File: src/rtl/pva_pkg.sv
// Shared constants, codes and types of the polyphonic voice allocator.
// Depends on nothing; pva_ctrl and the top level refer to it by scoped names.
`default_nettype none

package pva_pkg;

	localparam int VOICES = 8;
	localparam int VIDX_W = (VOICES > 1) ? $clog2(VOICES) : 1;
	localparam int AGE_W  = $clog2(VOICES + 1);

	localparam int NOTE_W = 7;
	localparam int VEL_W  = 7;
	localparam int ACT_W  = 3;
	localparam int VOUT_W = 3;

	localparam logic [VIDX_W-1:0] LAST_IDX = VIDX_W'(VOICES - 1);
	localparam logic [AGE_W-1:0]  AGE_NEWEST_FULL = AGE_W'(VOICES - 1);

	localparam logic CMD_ON  = 1'b0;
	localparam logic CMD_OFF = 1'b1;

	localparam logic [ACT_W-1:0] ACT_NONE    = 3'd0;
	localparam logic [ACT_W-1:0] ACT_START   = 3'd1;
	localparam logic [ACT_W-1:0] ACT_STEAL   = 3'd2;
	localparam logic [ACT_W-1:0] ACT_RETRIG  = 3'd3;
	localparam logic [ACT_W-1:0] ACT_RELEASE = 3'd4;

	typedef struct packed {
		logic [NOTE_W-1:0] note;
		logic [AGE_W-1:0]  age;
	} pva_entry_t;

	typedef struct packed {
		logic [ACT_W-1:0]  action;
		logic [VOUT_W-1:0] voice_index;
		logic [NOTE_W-1:0] note;
		logic [VEL_W-1:0]  velocity;
	} pva_result_t;

	typedef struct packed {
		logic              we;
		logic [VIDX_W-1:0] waddr;
		pva_entry_t        wdata;
		logic              re;
		logic [VIDX_W-1:0] raddr;
	} pva_ram_req_t;

endpackage

`default_nettype wire

File: src/rtl/pva_ram.sv
// Simple dual-port synchronous RAM: one write and one registered read per cycle.
// Generic; holds the per-voice note and age entries of the allocator.
`default_nettype none

module pva_ram #(
	parameter int DW    = 8,
	parameter int AW    = 3,
	parameter int DEPTH = 8
) (
	input  wire logic          clk,
	input  wire logic          we,
	input  wire logic [AW-1:0] waddr,
	input  wire logic [DW-1:0] wdata,
	input  wire logic          re,
	input  wire logic [AW-1:0] raddr,
	output logic      [DW-1:0] rdata
);

	logic [DW-1:0] mem [DEPTH];

	always_ff @(posedge clk) begin
		if (we) begin
			mem[waddr] <= wdata;
		end
	end

	always_ff @(posedge clk) begin
		if (re) begin
			rdata <= mem[raddr];
		end
	end

endmodule

`default_nettype wire

File: src/rtl/pva_ctrl.sv
// Event sequencer: scans the voice RAM, decides the action and runs the age fix-up pass.
// Depends on pva_pkg; drives the voice RAM and hands one result to the output register.
`default_nettype none

module pva_ctrl (
	input  wire logic                     clk,
	input  wire logic                     arst_n,
	input  wire logic                     in_valid,
	output logic                          in_ready,
	input  wire logic                     in_cmd,
	input  wire logic [pva_pkg::NOTE_W-1:0] in_note,
	input  wire logic [pva_pkg::VEL_W-1:0]  in_vel,
	output pva_pkg::pva_ram_req_t         ram_req,
	input  pva_pkg::pva_entry_t           ram_rdata,
	output logic                          res_valid,
	input  wire logic                     res_ready,
	output pva_pkg::pva_result_t          res
);

	localparam logic [2:0] ST_IDLE   = 3'd0;
	localparam logic [2:0] ST_SCAN   = 3'd1;
	localparam logic [2:0] ST_DECIDE = 3'd2;
	localparam logic [2:0] ST_FIX    = 3'd3;
	localparam logic [2:0] ST_OUT    = 3'd4;

	logic [2:0]                     state_q;
	logic [pva_pkg::VOICES-1:0]     active_q;
	logic [pva_pkg::AGE_W-1:0]      next_age_q;
	logic [pva_pkg::VIDX_W-1:0]     rcnt_q;
	logic                           iss_q;
	logic                           rd_v_s1;
	logic [pva_pkg::VIDX_W-1:0]     idx_s1;
	logic                           found_q;
	logic                           free_q;
	logic                           steal_q;

	// Event payload and scan results.
	logic                           cmd_q;
	logic [pva_pkg::NOTE_W-1:0]     note_q;
	logic [pva_pkg::VEL_W-1:0]      vel_q;
	logic [pva_pkg::VIDX_W-1:0]     mt_idx_q;
	logic [pva_pkg::AGE_W-1:0]      mt_age_q;
	logic [pva_pkg::VIDX_W-1:0]     free_idx_q;
	logic [pva_pkg::VIDX_W-1:0]     old_idx_q;
	pva_pkg::pva_result_t           res_q;
	pva_pkg::pva_result_t           res_d;

	logic accept;
	logic note_on;
	logic last_s1;
	logic act_s1;

	assign in_ready  = (state_q == ST_IDLE);
	assign accept    = in_valid && in_ready;
	assign note_on   = (cmd_q == pva_pkg::CMD_ON) && (vel_q != '0);
	assign last_s1   = rd_v_s1 && (idx_s1 == pva_pkg::LAST_IDX);
	assign act_s1    = active_q[idx_s1];
	assign res_valid = (state_q == ST_OUT);
	assign res       = res_q;

	// RAM port: reads walk the table during scan and fix-up; writes come from decide and fix-up.
	always_comb begin
		ram_req       = '0;
		ram_req.re    = iss_q;
		ram_req.raddr = rcnt_q;
		if (state_q == ST_DECIDE && note_on && !found_q && free_q) begin
			ram_req.we          = 1'b1;
			ram_req.waddr       = free_idx_q;
			ram_req.wdata.note  = note_q;
			ram_req.wdata.age   = next_age_q;
		end else if (state_q == ST_FIX && rd_v_s1) begin
			ram_req.we    = 1'b1;
			ram_req.waddr = idx_s1;
			ram_req.wdata = ram_rdata;
			if (steal_q) begin
				if (idx_s1 == old_idx_q) begin
					ram_req.wdata.note = note_q;
					ram_req.wdata.age  = pva_pkg::AGE_NEWEST_FULL;
				end else begin
					ram_req.wdata.age = ram_rdata.age - pva_pkg::AGE_W'(1);
				end
			end else if (act_s1 && (ram_rdata.age > mt_age_q)) begin
				ram_req.wdata.age = ram_rdata.age - pva_pkg::AGE_W'(1);
			end
		end
	end

	// Result of the event, taken into the result register in the decision cycle.
	always_comb begin
		res_d          = '0;
		res_d.note     = note_q;
		res_d.velocity = vel_q;
		if (note_on) begin
			if (found_q) begin
				res_d.action      = pva_pkg::ACT_RETRIG;
				res_d.voice_index = pva_pkg::VOUT_W'(mt_idx_q);
			end else if (free_q) begin
				res_d.action      = pva_pkg::ACT_START;
				res_d.voice_index = pva_pkg::VOUT_W'(free_idx_q);
			end else begin
				res_d.action      = pva_pkg::ACT_STEAL;
				res_d.voice_index = pva_pkg::VOUT_W'(old_idx_q);
			end
		end else if (found_q) begin
			res_d.action      = pva_pkg::ACT_RELEASE;
			res_d.voice_index = pva_pkg::VOUT_W'(mt_idx_q);
		end else begin
			res_d.note     = '0;
			res_d.velocity = '0;
		end
	end

	always_ff @(posedge clk or negedge arst_n) begin
		if (!arst_n) begin
			state_q    <= ST_IDLE;
			active_q   <= '0;
			next_age_q <= '0;
			rcnt_q     <= '0;
			iss_q      <= 1'b0;
			rd_v_s1    <= 1'b0;
			idx_s1     <= '0;
			found_q    <= 1'b0;
			free_q     <= 1'b0;
			steal_q    <= 1'b0;
		end else begin
			rd_v_s1 <= iss_q;
			idx_s1  <= rcnt_q;
			if (iss_q) begin
				if (rcnt_q == pva_pkg::LAST_IDX) begin
					iss_q <= 1'b0;
				end else begin
					rcnt_q <= rcnt_q + pva_pkg::VIDX_W'(1);
				end
			end
			unique case (state_q)
				ST_IDLE: begin
					if (accept) begin
						state_q <= ST_SCAN;
						rcnt_q  <= '0;
						iss_q   <= 1'b1;
						found_q <= 1'b0;
						free_q  <= 1'b0;
					end
				end
				ST_SCAN: begin
					if (rd_v_s1) begin
						if (act_s1 && ram_rdata.note == note_q && !found_q) begin
							found_q <= 1'b1;
						end
						if (!act_s1 && !free_q) begin
							free_q <= 1'b1;
						end
					end
					if (last_s1) begin
						state_q <= ST_DECIDE;
					end
				end
				ST_DECIDE: begin
					if (note_on) begin
						if (found_q) begin
							state_q <= ST_OUT;
						end else if (free_q) begin
							active_q[free_idx_q] <= 1'b1;
							next_age_q <= next_age_q + pva_pkg::AGE_W'(1);
							state_q <= ST_OUT;
						end else begin
							steal_q <= 1'b1;
							rcnt_q  <= '0;
							iss_q   <= 1'b1;
							state_q <= ST_FIX;
						end
					end else if (found_q) begin
						active_q[mt_idx_q] <= 1'b0;
						next_age_q <= next_age_q - pva_pkg::AGE_W'(1);
						steal_q <= 1'b0;
						rcnt_q  <= '0;
						iss_q   <= 1'b1;
						state_q <= ST_FIX;
					end else begin
						state_q <= ST_OUT;
					end
				end
				ST_FIX: begin
					if (last_s1) begin
						state_q <= ST_OUT;
					end
				end
				ST_OUT: begin
					if (res_ready) begin
						state_q <= ST_IDLE;
					end
				end
				default: begin
					state_q <= ST_IDLE;
				end
			endcase
		end
	end

	always_ff @(posedge clk) begin
		if (accept) begin
			cmd_q  <= in_cmd;
			note_q <= in_note;
			vel_q  <= in_vel;
		end
		if (state_q == ST_SCAN && rd_v_s1) begin
			if (act_s1 && ram_rdata.note == note_q && !found_q) begin
				mt_idx_q <= idx_s1;
				mt_age_q <= ram_rdata.age;
			end
			if (!act_s1 && !free_q) begin
				free_idx_q <= idx_s1;
			end
			// With every voice busy the ages are a permutation, so the oldest holds age zero.
			if (act_s1 && ram_rdata.age == '0) begin
				old_idx_q <= idx_s1;
			end
		end
		if (state_q == ST_DECIDE) begin
			res_q <= res_d;
		end
	end

endmodule

`default_nettype wire

File: src/rtl/poly_voice_allocator_oldest_steal_top.sv
// Top level of the polyphonic voice allocator with oldest-note stealing.
// Depends on pva_pkg, pva_ram and pva_ctrl; adds the result output register.
//
// Usage:
//   The slave channel takes one MIDI event per request: s_tuser is the command
//   (note on or note off) and s_tdata carries note and velocity. A note-on with
//   velocity zero counts as a note-off. Every event yields exactly one result
//   request on the master channel: m_tuser is the action code and m_tdata holds
//   the voice index, note and velocity passed on to that voice.
//   The voice table (note and age rank) lives in a one-port-read, one-port-write
//   RAM with a registered read; the active flags and the next-age count sit in
//   flip-flops. Each event is one scan pass over the RAM, one voice per cycle,
//   then a decision cycle. Retrigger, free-voice start and ignored note-off
//   finish there. Steal and release add a read-modify-write pass that renumbers
//   the ages. One event is in work at a time; s_tready is high only while the
//   sequencer is idle, so a new event is taken only after the last one has
//   handed its result to the output register. A finished result waits in the
//   output register, and the next event is already accepted while it waits; a
//   stalled receiver holds back a second result only. Reset clears all voices
//   to silent and the next age to zero.
`default_nettype none

module poly_voice_allocator_oldest_steal_top (
	input  wire logic        clk,
	input  wire logic        arst_n,
	input  wire logic        s_tvalid,
	output logic             s_tready,
	input  wire logic [15:0] s_tdata,   // note [6:0], velocity [13:7], zero [15:14]
	input  wire logic        s_tuser,   // command [0]
	output logic             m_tvalid,
	input  wire logic        m_tready,
	output logic      [23:0] m_tdata,   // voice_index [2:0], out_note [9:3],
	                                    // out_velocity [16:10], zero [23:17]
	output logic      [2:0]  m_tuser    // action [2:0]
);

	pva_pkg::pva_ram_req_t ram_req;
	pva_pkg::pva_entry_t   ram_rdata;
	pva_pkg::pva_result_t  res;
	logic                  res_valid;
	logic                  res_ready;

	logic                  m_tvalid_q;
	pva_pkg::pva_result_t  m_res_q;

	pva_ram #(
		.DW    ($bits(pva_pkg::pva_entry_t)),
		.AW    (pva_pkg::VIDX_W),
		.DEPTH (pva_pkg::VOICES)
	) u_ram (
		.clk   (clk),
		.we    (ram_req.we),
		.waddr (ram_req.waddr),
		.wdata (ram_req.wdata),
		.re    (ram_req.re),
		.raddr (ram_req.raddr),
		.rdata (ram_rdata)
	);

	pva_ctrl u_ctrl (
		.clk       (clk),
		.arst_n    (arst_n),
		.in_valid  (s_tvalid),
		.in_ready  (s_tready),
		.in_cmd    (s_tuser),
		.in_note   (s_tdata[6:0]),
		.in_vel    (s_tdata[13:7]),
		.ram_req   (ram_req),
		.ram_rdata (ram_rdata),
		.res_valid (res_valid),
		.res_ready (res_ready),
		.res       (res)
	);

	// The output register takes a new result whenever it is empty or being drained.
	assign res_ready = !m_tvalid_q || m_tready;

	always_ff @(posedge clk or negedge arst_n) begin
		if (!arst_n) begin
			m_tvalid_q <= 1'b0;
		end else if (res_ready) begin
			m_tvalid_q <= res_valid;
		end
	end

	always_ff @(posedge clk) begin
		if (res_ready && res_valid) begin
			m_res_q <= res;
		end
	end

	assign m_tvalid = m_tvalid_q;
	assign m_tuser  = m_res_q.action;
	assign m_tdata  = {7'd0, m_res_q.velocity, m_res_q.note, m_res_q.voice_index};

endmodule

`default_nettype wire
File: config.mk
export PLATFORM = sky130hd
export DESIGN_NAME = poly_voice_allocator_oldest_steal_top
export DESIGN_NICKNAME = d
export VERILOG_FILES = /design/src/rtl/pva_pkg.sv /design/src/rtl/pva_ram.sv /design/src/rtl/pva_ctrl.sv /design/src/rtl/poly_voice_allocator_oldest_steal_top.sv
export SDC_FILE = /design/constraint.sdc
export NUM_CORES = 1
export LEC_CHECK = 0
export BUFFER_PORTS_ARGS = -buffer_cell sky130_fd_sc_hd__buf_2
export CAP_MARGIN = 25
export CORE_MARGIN = 4
export CORE_UTILIZATION = 50
export DETAILED_ROUTE_END_ITERATION = 7
export GPL_TIMING_DRIVEN = 0
export PLACE_DENSITY = 0.7
export SLEW_MARGIN = 20
export SYNTH_ARGS = -nofsm -noshare
export SYNTH_HDL_FRONTEND = slang
export SYNTH_HIERARCHICAL = 1
export SYNTH_SLANG_ARGS = --single-unit
File: constraint.sdc
create_clock -name clk -period 3.1 [get_ports clk]
set_clock_uncertainty 0.15 [all_clocks]
set_input_delay 0.155 -clock clk [delete_from_list [all_inputs] [get_ports clk]]
set_output_delay 0.155 -clock clk [all_outputs]
set_load 0.005 [all_outputs]
### After elaboration in Yosys (flattened, before gate mapping)

Memories as Yosys holds them, arrays and structs flattened. A register that Yosys moved wholly into a read port is not among the register bits.
Cells that the tools add are included.

| cells by class | value |
|---|---|
| $add $sub $neg | 4 |
| multiply operators | 0 |
| divide/modulo/power cells | 0 |
| magnitude comparators | 6 |
| eq/ne operators | 17 |
| shift operators | 0 |
| muxes and demuxes | 65 |
| bitwise operators | 4 |
| reduce and logical (&&, ||, !) cells | 35 |

Operators with widths:

| cell | count |
|---|---|
| $mux 3 | 15 |
| $mux 8 | 4 |
| $mux 15 | 2 |
| $mux 14 | 2 |
| $mux 4 | 7 |
| $mux 1 | 21 |
| $reduce_and 4->1 | 5 |
| $mux 6 | 3 |
| $logic_and 1x1->1 | 16 |
| $pmux 3 s5 | 1 |
| $mux 7 | 2 |
| $lt 3x4->1 const B | 3 |
| $ne 2x1->1 const B | 5 |
| $eq 3x3->1 const B | 3 |
| $and 8x8->8 | 1 |
| $ne 2x2->1 const B | 4 |
| $not 8->8 | 1 |
| $or 8x8->8 | 1 |
| $sub 4x1->4 const B | 2 |
| $eq 7x7->1 | 1 |
| $reduce_bool 7->1 | 1 |
| $demux 1 s3 | 2 |
| $eq 3x2->1 const B | 2 |
| $ge 3x1->1 const B | 2 |
| other kinds (16) | 25 |

| word-level totals | value |
|---|---|
| bits in registers | 95 |
| latch bits | 0 |
| memory bits (writable) | 88 |
| ROM bits | 0 |
| input port bits | 21 |
| logic and storage cells | 158 |
| memories | 1 |

Memories:

| memory | depth | bits a word | read ports | clocked after Yosys merged registers in | wr ports | line | text |
|---|---|---|---|---|---|---|---|
| u_ram.mem | 8 | 11 | 1 | 1 | 1 | pva_ram.sv:19 | `logic [DW-1:0] mem [DEPTH];` |

### Logic depth before layout (Yosys ltp)

| depth | value |
|---|---|
| depth in word-level cells | 9 |
| gate-level depth with buffers | 9 |
| mapped depth without buffers | 9 |

### Hierarchy

The synthesis kept the hierarchy.

By module, submodules not included:

| module | instances | cells each | area an instance (µm²) |
|---|---|---|---|
| pva_ram | 1 | 150 | 3767.4 |
| pva_ctrl | 1 | 277 | 3532.1 |
| poly_voice_allocator_oldest_steal_top | 1 | 32 | 710.7 |

### Least setup slack after synthesis

Ideal clock, no wire load.

| timing | value |
|---|---|
| kind | register -> register |
| start | register u_ctrl.state_q[0] |
| end | memory u_ram/mem[4][0] (netlist bit) (enable) |
| setup time | 0.393 ns |
| data arrival time | 2.885 ns |
| setup slack | -0.328 ns |
| cell stages (with the launch flop) | 8 |
| buffers on the path | 2 |
| cells stage by stage | dfrtp_1 buf_2 nor3b_2 and3_1 buf_6 a22o_1 nand2_1 nor3_1 |

RTL lines:

| item | line | text |
|---|---|---|
| from (decl) | pva_ctrl.sv:26 | `logic [2:0] state_q;` |
| from (signal assigned) | pva_ctrl.sv:115 | `state_q <= ST_IDLE;` |
| from (signal assigned) | pva_ctrl.sv:138 | `state_q <= ST_SCAN;` |
| from (signal assigned) | pva_ctrl.sv:155 | `state_q <= ST_DECIDE;` |
| to (decl) | pva_ram.sv:19 |  |

==> impl_results.html <==
<table>
<tr><th>Metric</th><th>Value</th></tr>
<tr><th colspan="2">STA</th></tr>
<tr><td>Fmax</td><td>0.337 GHz</td></tr>
<tr><td>Final-layout worst hold slack</td><td>0.148 ns</td></tr>
<tr><td>Setup violations, final</td><td>0</td></tr>
<tr><td>Final Hold Violating Endpoints</td><td>0</td></tr>
<tr><td>Ratio of final minimum period to clock period</td><td>95.8%</td></tr>
<tr><td>Total negative slack</td><td>0 ns</td></tr>
<tr><td>Total count of max-transition violations in the final report</td><td>0</td></tr>
<tr><td>Headroom to the max-slew limit</td><td>42.5%</td></tr>
<tr><td>Worst Tran Pin Value</td><td>0.851 ns</td></tr>
<tr><td>Final Critical Period</td><td>2.97 ns</td></tr>
<tr><th colspan="2">Synth</th></tr>
<tr><td>Top cell type by total area after synthesis</td><td>sky130_fd_sc_hd__edfxtp_1</td></tr>
<tr><td>Syn Area/Cell</td><td>17.5 um2</td></tr>
<tr><td>Fraction of the yosys area taken by sequential cells</td><td>71.0%</td></tr>
<tr><td>Post-synth design cell area</td><td>8010 um2</td></tr>
<tr><td>Count of flip-flops with a built-in enable after synthesis</td><td>167</td></tr>
<tr><td>Mux share of post-synthesis cell area</td><td>11.0%</td></tr>
<tr><td>Most instantiated flip-flop cell in the synthesis netlist</td><td>sky130_fd_sc_hd__edfxtp_1</td></tr>
<tr><td>Netlist cell types</td><td>61</td></tr>
<tr><td>Combinational family with the most area after synthesis</td><td>multiplexers</td></tr>
<tr><td>Xor/xnor cell area share of the yosys netlist</td><td>1.75%</td></tr>
<tr><td>Synthesized-area fraction occupied by adder cells</td><td>1.66%</td></tr>
<tr><td>Share of the synthesized area in the top cell type</td><td>62.6%</td></tr>
<tr><td>Count of yosys warnings during synthesis</td><td>6</td></tr>
<tr><td>Main area contributors after synthesis</td><td>sky130_fd_sc_hd__edfxtp_1 63%, sky130_fd_sc_hd__dfrtp_1 8.4%, sky130_fd_sc_hd__mux4_1 7.9%, sky130_fd_sc_hd__mux2_2 1.7%, sky130_fd_sc_hd__nor2b_1 1.6%</td></tr>
<tr><td>Share of synthesized flip-flops with an asynchronous set or reset</td><td>13.9%</td></tr>
<tr><td>Simple logic cell fraction of the synthesized area</td><td>6.61%</td></tr>
<tr><td>Area fraction in compound gates after synthesis</td><td>5.67%</td></tr>
<tr><td>Synthesis-stage register bit count</td><td>194</td></tr>
<tr><td>Gate count of the mapped netlist</td><td>459</td></tr>
<tr><th colspan="2">Placed design</th></tr>
<tr><td>DP Cell Count</td><td>723</td></tr>
<tr><td>Post-detailed-placement half-perimeter wirelength</td><td>9.73 mm</td></tr>
<tr><td>Final RePlAce weighted congestion</td><td>0.835</td></tr>
<tr><td>Quantity of I/O buffers inserted on ports</td><td>40</td></tr>
<tr><th colspan="2">Floorplan</th></tr>
<tr><td>Floorplan Core Area</td><td>15800 um2</td></tr>
<tr><td>Number of ports placed on the die boundary</td><td>50</td></tr>
<tr><td>Area enclosed by the die boundary</td><td>18100 um2</td></tr>
<tr><td>Effective utilization at floorplan</td><td>50.8%</td></tr>
<tr><td>Cell Rows</td><td>46</td></tr>
<tr><td>Die extent in x</td><td>135 um</td></tr>
<tr><td>Die extent in y</td><td>135 um</td></tr>
<tr><th colspan="2">GRT</th></tr>
<tr><td>Total overflow reported by the global router</td><td>0</td></tr>
<tr><td>Wire length of the first global-routing pass</td><td>22.8 mm</td></tr>
<tr><td>Antenna violations before repair</td><td>0</td></tr>
<tr><td>GRT Util Overall</td><td>16.9%</td></tr>
<tr><td>Number of global-route vias before repair</td><td>4182</td></tr>
<tr><td>Largest net degree at the start of global routing</td><td>28</td></tr>
<tr><th colspan="2">Pwr</th></tr>
<tr><td>P per Cell Area</td><td>757 nW/um2</td></tr>
<tr><td>Switching Power</td><td>1.97 mW</td></tr>
<tr><td>Switching share of power</td><td>27.7%</td></tr>
<tr><td>Leakage power</td><td>3.41 nW</td></tr>
<tr><td>Worst supply voltage drop on vdd</td><td>785 uV</td></tr>
<tr><td>Proportion of power drawn by flip-flops and latches</td><td>50.0%</td></tr>
<tr><td>Design internal power</td><td>5.13 mW</td></tr>
<tr><td>Power Total</td><td>7.10 mW</td></tr>
<tr><td>Power share of the combinational group</td><td>21.9%</td></tr>
<tr><td>Power share of the clock group</td><td>28.1%</td></tr>
<tr><th colspan="2">Clock tree</th></tr>
<tr><td>Clock transition at path regs</td><td>0.07 ns</td></tr>
<tr><td>Total CTS buffers</td><td>17</td></tr>
<tr><td>H-tree level count</td><td>4</td></tr>
<tr><td>Buffer type at the clock tree root</td><td>sky130_fd_sc_hd__clkbuf_16</td></tr>
<tr><td>Worst-Skew Late Latency</td><td>0.42 ns</td></tr>
<tr><td>Clock tree buffer depth</td><td>2</td></tr>
<tr><td># clock sinks</td><td>194</td></tr>
<tr><td>Clock tree from TritonCTS</td><td>yes</td></tr>
<tr><th colspan="2">Setup path</th></tr>
<tr><td>Ordered list of cells on the worst path</td><td>mux4_1 &gt; mux2i_4 &gt; a211oi_4 &gt; mux2_1 &gt; a31oi_1</td></tr>
<tr><td>Sort of element at the end of the critical path</td><td>flip-flop</td></tr>
<tr><td>Endpoint of the worst-slack reg-to-reg timing path</td><td>u_ram/mem[4][3]</td></tr>
<tr><td>Max stage delay on crit path</td><td>0.65 ns</td></tr>
<tr><td>Data required time of the critical path</td><td>3.08 ns</td></tr>
<tr><td>Beginning of the worst register-to-register path</td><td>u_ctrl/idx_s1[0]</td></tr>
<tr><td>Critical path fanouts, max</td><td>8</td></tr>
<tr><td>Crit-path slowest cell</td><td>sky130_fd_sc_hd__mux4_1</td></tr>
<tr><td>R2R Setup Slk</td><td>0.13 ns</td></tr>
<tr><td>CP Class</td><td>reg2reg</td></tr>
<tr><td>Kind of start point of the critical path</td><td>flip-flop</td></tr>
<tr><td>Worst Path Buf+Inv</td><td>0</td></tr>
<tr><td>CP Data Arrival Time</td><td>2.94 ns</td></tr>
<tr><td>CP top delay family</td><td>multiplexers</td></tr>
<tr><td>Reg2Reg Depth</td><td>5</td></tr>
<tr><th colspan="2">Finish</th></tr>
<tr><td>Fill cell instance count of the final layout</td><td>1201</td></tr>
<tr><td>Post-route core utilization</td><td>59.5%</td></tr>
<tr><td>Most frequent cells in the layout</td><td>167 x sky130_fd_sc_hd__edfxtp_1, 43 x sky130_fd_sc_hd__buf_2, 27 x sky130_fd_sc_hd__dfrtp_1</td></tr>
<tr><td>Most common library cell in the layout ignoring fill and taps</td><td>sky130_fd_sc_hd__edfxtp_1</td></tr>
<tr><td>Number of diodes</td><td>0</td></tr>
<tr><td>Non-filler instance count after layout</td><td>779</td></tr>
<tr><td>Final layout net count</td><td>582</td></tr>
<tr><td>Area delta synth-&gt;final</td><td>17.1%</td></tr>
<tr><td>Layout cells sized above 1</td><td>22.4%</td></tr>
<tr><th colspan="2">Drt</th></tr>
<tr><td>Average detailed-routed wire length per instance</td><td>18.8 um</td></tr>
<tr><td>Count of antenna-violating nets left after detailed routing</td><td>0</td></tr>
<tr><td>Routed wire length</td><td>14.6 mm</td></tr>
<tr><td>Total number of vias</td><td>4253</td></tr>
<tr><td>DR iter-0 viols</td><td>272</td></tr>
<tr><td>Average via count per standard cell</td><td>5.46</td></tr>
<tr><td>Number of optimization iterations in the first detailed-route pass</td><td>5</td></tr>
<tr><td>Detailed-route DRC error count</td><td>0</td></tr>
<tr><th colspan="2">Run status</th></tr>
<tr><td>Run status</td><td>completed</td></tr>
<tr><th colspan="2">Worst hold path</th></tr>
<tr><td>Min-delay worst type</td><td>in2async</td></tr>
<tr><th colspan="2">Job</th></tr>
<tr><td># Max-Cap Violations</td><td>0</td></tr>
</table>
==> worst max path at each step <==
stage	startpoint	end	cells after the start
floorplan	u_ctrl/state_q[0]	u_ram/mem[3][0]	7
global placement	u_ctrl/state_q[0]	u_ram/mem[3][9]	7
detailed placement	u_ctrl/state_q[2]	u_ram/mem[0][6]	6
CTS	u_ctrl/state_q[0]	u_ram/mem[7][0]	7
global route	u_ctrl/vel_q[5]	u_ram/mem[1][8]	8
finish	u_ctrl/idx_s1[0]	u_ram/mem[4][3]	5
==> sequential cells by signal, indices dropped and copies added (netlist names), 3 cells and up <==
signal             count
m_tuser                3
u_ram/mem             88
u_ctrl/vel_q           7
u_ctrl/mt_age_q        4
u_ram/rdata           11
u_ctrl/next_age_q      4
u_ctrl/active_q        8
u_ctrl/mt_idx_q        3
m_tdata               17
u_ctrl/state_q         3
u_ctrl/old_idx_q       3
u_ctrl/idx_s1          3
u_ctrl/res            20
u_ctrl/note_q          7
u_ctrl/rcnt_q          3
u_ctrl/free_idx_q      3
==> worst register-to-register path: stages, from the launching register on <==
cell and delay (ns):
sky130_fd_sc_hd__dfrtp_1 0.54, sky130_fd_sc_hd__mux4_1 0.65, sky130_fd_sc_hd__mux2i_4 0.29, sky130_fd_sc_hd__a211oi_4 0.11, sky130_fd_sc_hd__mux2_1 0.34, sky130_fd_sc_hd__a31oi_1 0.59
==> cell usage after synthesis, drive strengths merged, types with 2 or more instances <==
| cell type | count |
|---|---|
| edfxtp | 167 |
| a31oi | 8 |
| a21o | 3 |
| ha | 9 |
| dfrtp | 27 |
| and2 | 3 |
| xor2 | 8 |
| nand2b | 6 |
| nor4 | 4 |
| nor3 | 8 |
| clkbuf | 3 |
| xnor2 | 8 |
| mux2 | 13 |
| nor2 | 23 |
| a22o | 10 |
| o21a | 3 |
| o21ai | 3 |
| mux2i | 9 |
| a221o | 2 |
| and3 | 3 |
| nand2 | 14 |
| a21oi | 23 |
| or2 | 2 |
| inv | 12 |
| nor2b | 20 |
| nand3 | 2 |
| o31ai | 3 |
| nor3b | 3 |
| mux4 | 24 |
| buf | 17 |
==> power by group through the flow <==
stage / combinational (mW) / sequential [mW] / clock, mW
after floorplan: 1.17 / 3.49 / 0
after global placement: 1.45 / 3.58 / 0
after detailed placement: 1.51 / 3.60 / 0
after CTS: 1.54 / 3.55 / 2.04
after global routing: 1.71 / 3.59 / 2.17
final: 1.56 / 3.55 / 2.00
==> per-layer routing <==
layer / global-route usage (%) / wire (um) / vias to the layer above
met5: 0 / 0 / -
met4: 5.26 / 104 / 0
met3: 4.32 / 556 / 6
met2: 28.9 / 7600 / 95
met1: 21.5 / 6360 / 2177
li1: - / - / 1975
==> kinds of logic (layout without fill, tap and decap cells) <==
| logic type | Yosys count | count (layout) |
|---|---|---|
| flops | 194 | 194 |
| compound gates | 64 | 64 |
| buf+inv | 32 | 129 |
| mux | 46 | 46 |
| other cells | 1 | 7 |
| xor+xnor | 16 | 16 |
| simple gates | 96 | 97 |
| fa+ha+maj | 10 | 10 |
==> through the flow <==
step	cell area [um2]	setup WS [ns]
3_5_place_dp	8540	-0.480
5_1_grt	9380	-0.00113
3_3_place_gp	8520	-0.561
4_1_cts	9290	-0.0441
2_1_floorplan	8050	0.190
6_report	9380	0.131
==> cell type report <==
class,count,area [um2],share of cell area [%]
tap,216,270,2.88
clock buffer,18,429,4.58
timing repair buffer,66,453,4.83
sequential,194,5690,60.7
buffer,20,135,1.44
inverter,12,45.0,0.480
clock inverter,13,110,1.17
multi-input combinational,240,2240,23.9
==> repair_timing <==
| item | CTS | global route |
|---|---|---|
| gates cloned | 1 | 0 |
| hold buffers | 18 | 0 |
| pin swaps | 1 | 2 |
| endpoints found under the setup margin | 82 | 85 |
| gates resized for setup | 2 | 7 |
| setup buffers | 0 | 6 |
| endpoints found under the hold margin | 47 | 0 |
Note: power is estimated with default switching activity, not from simulation.
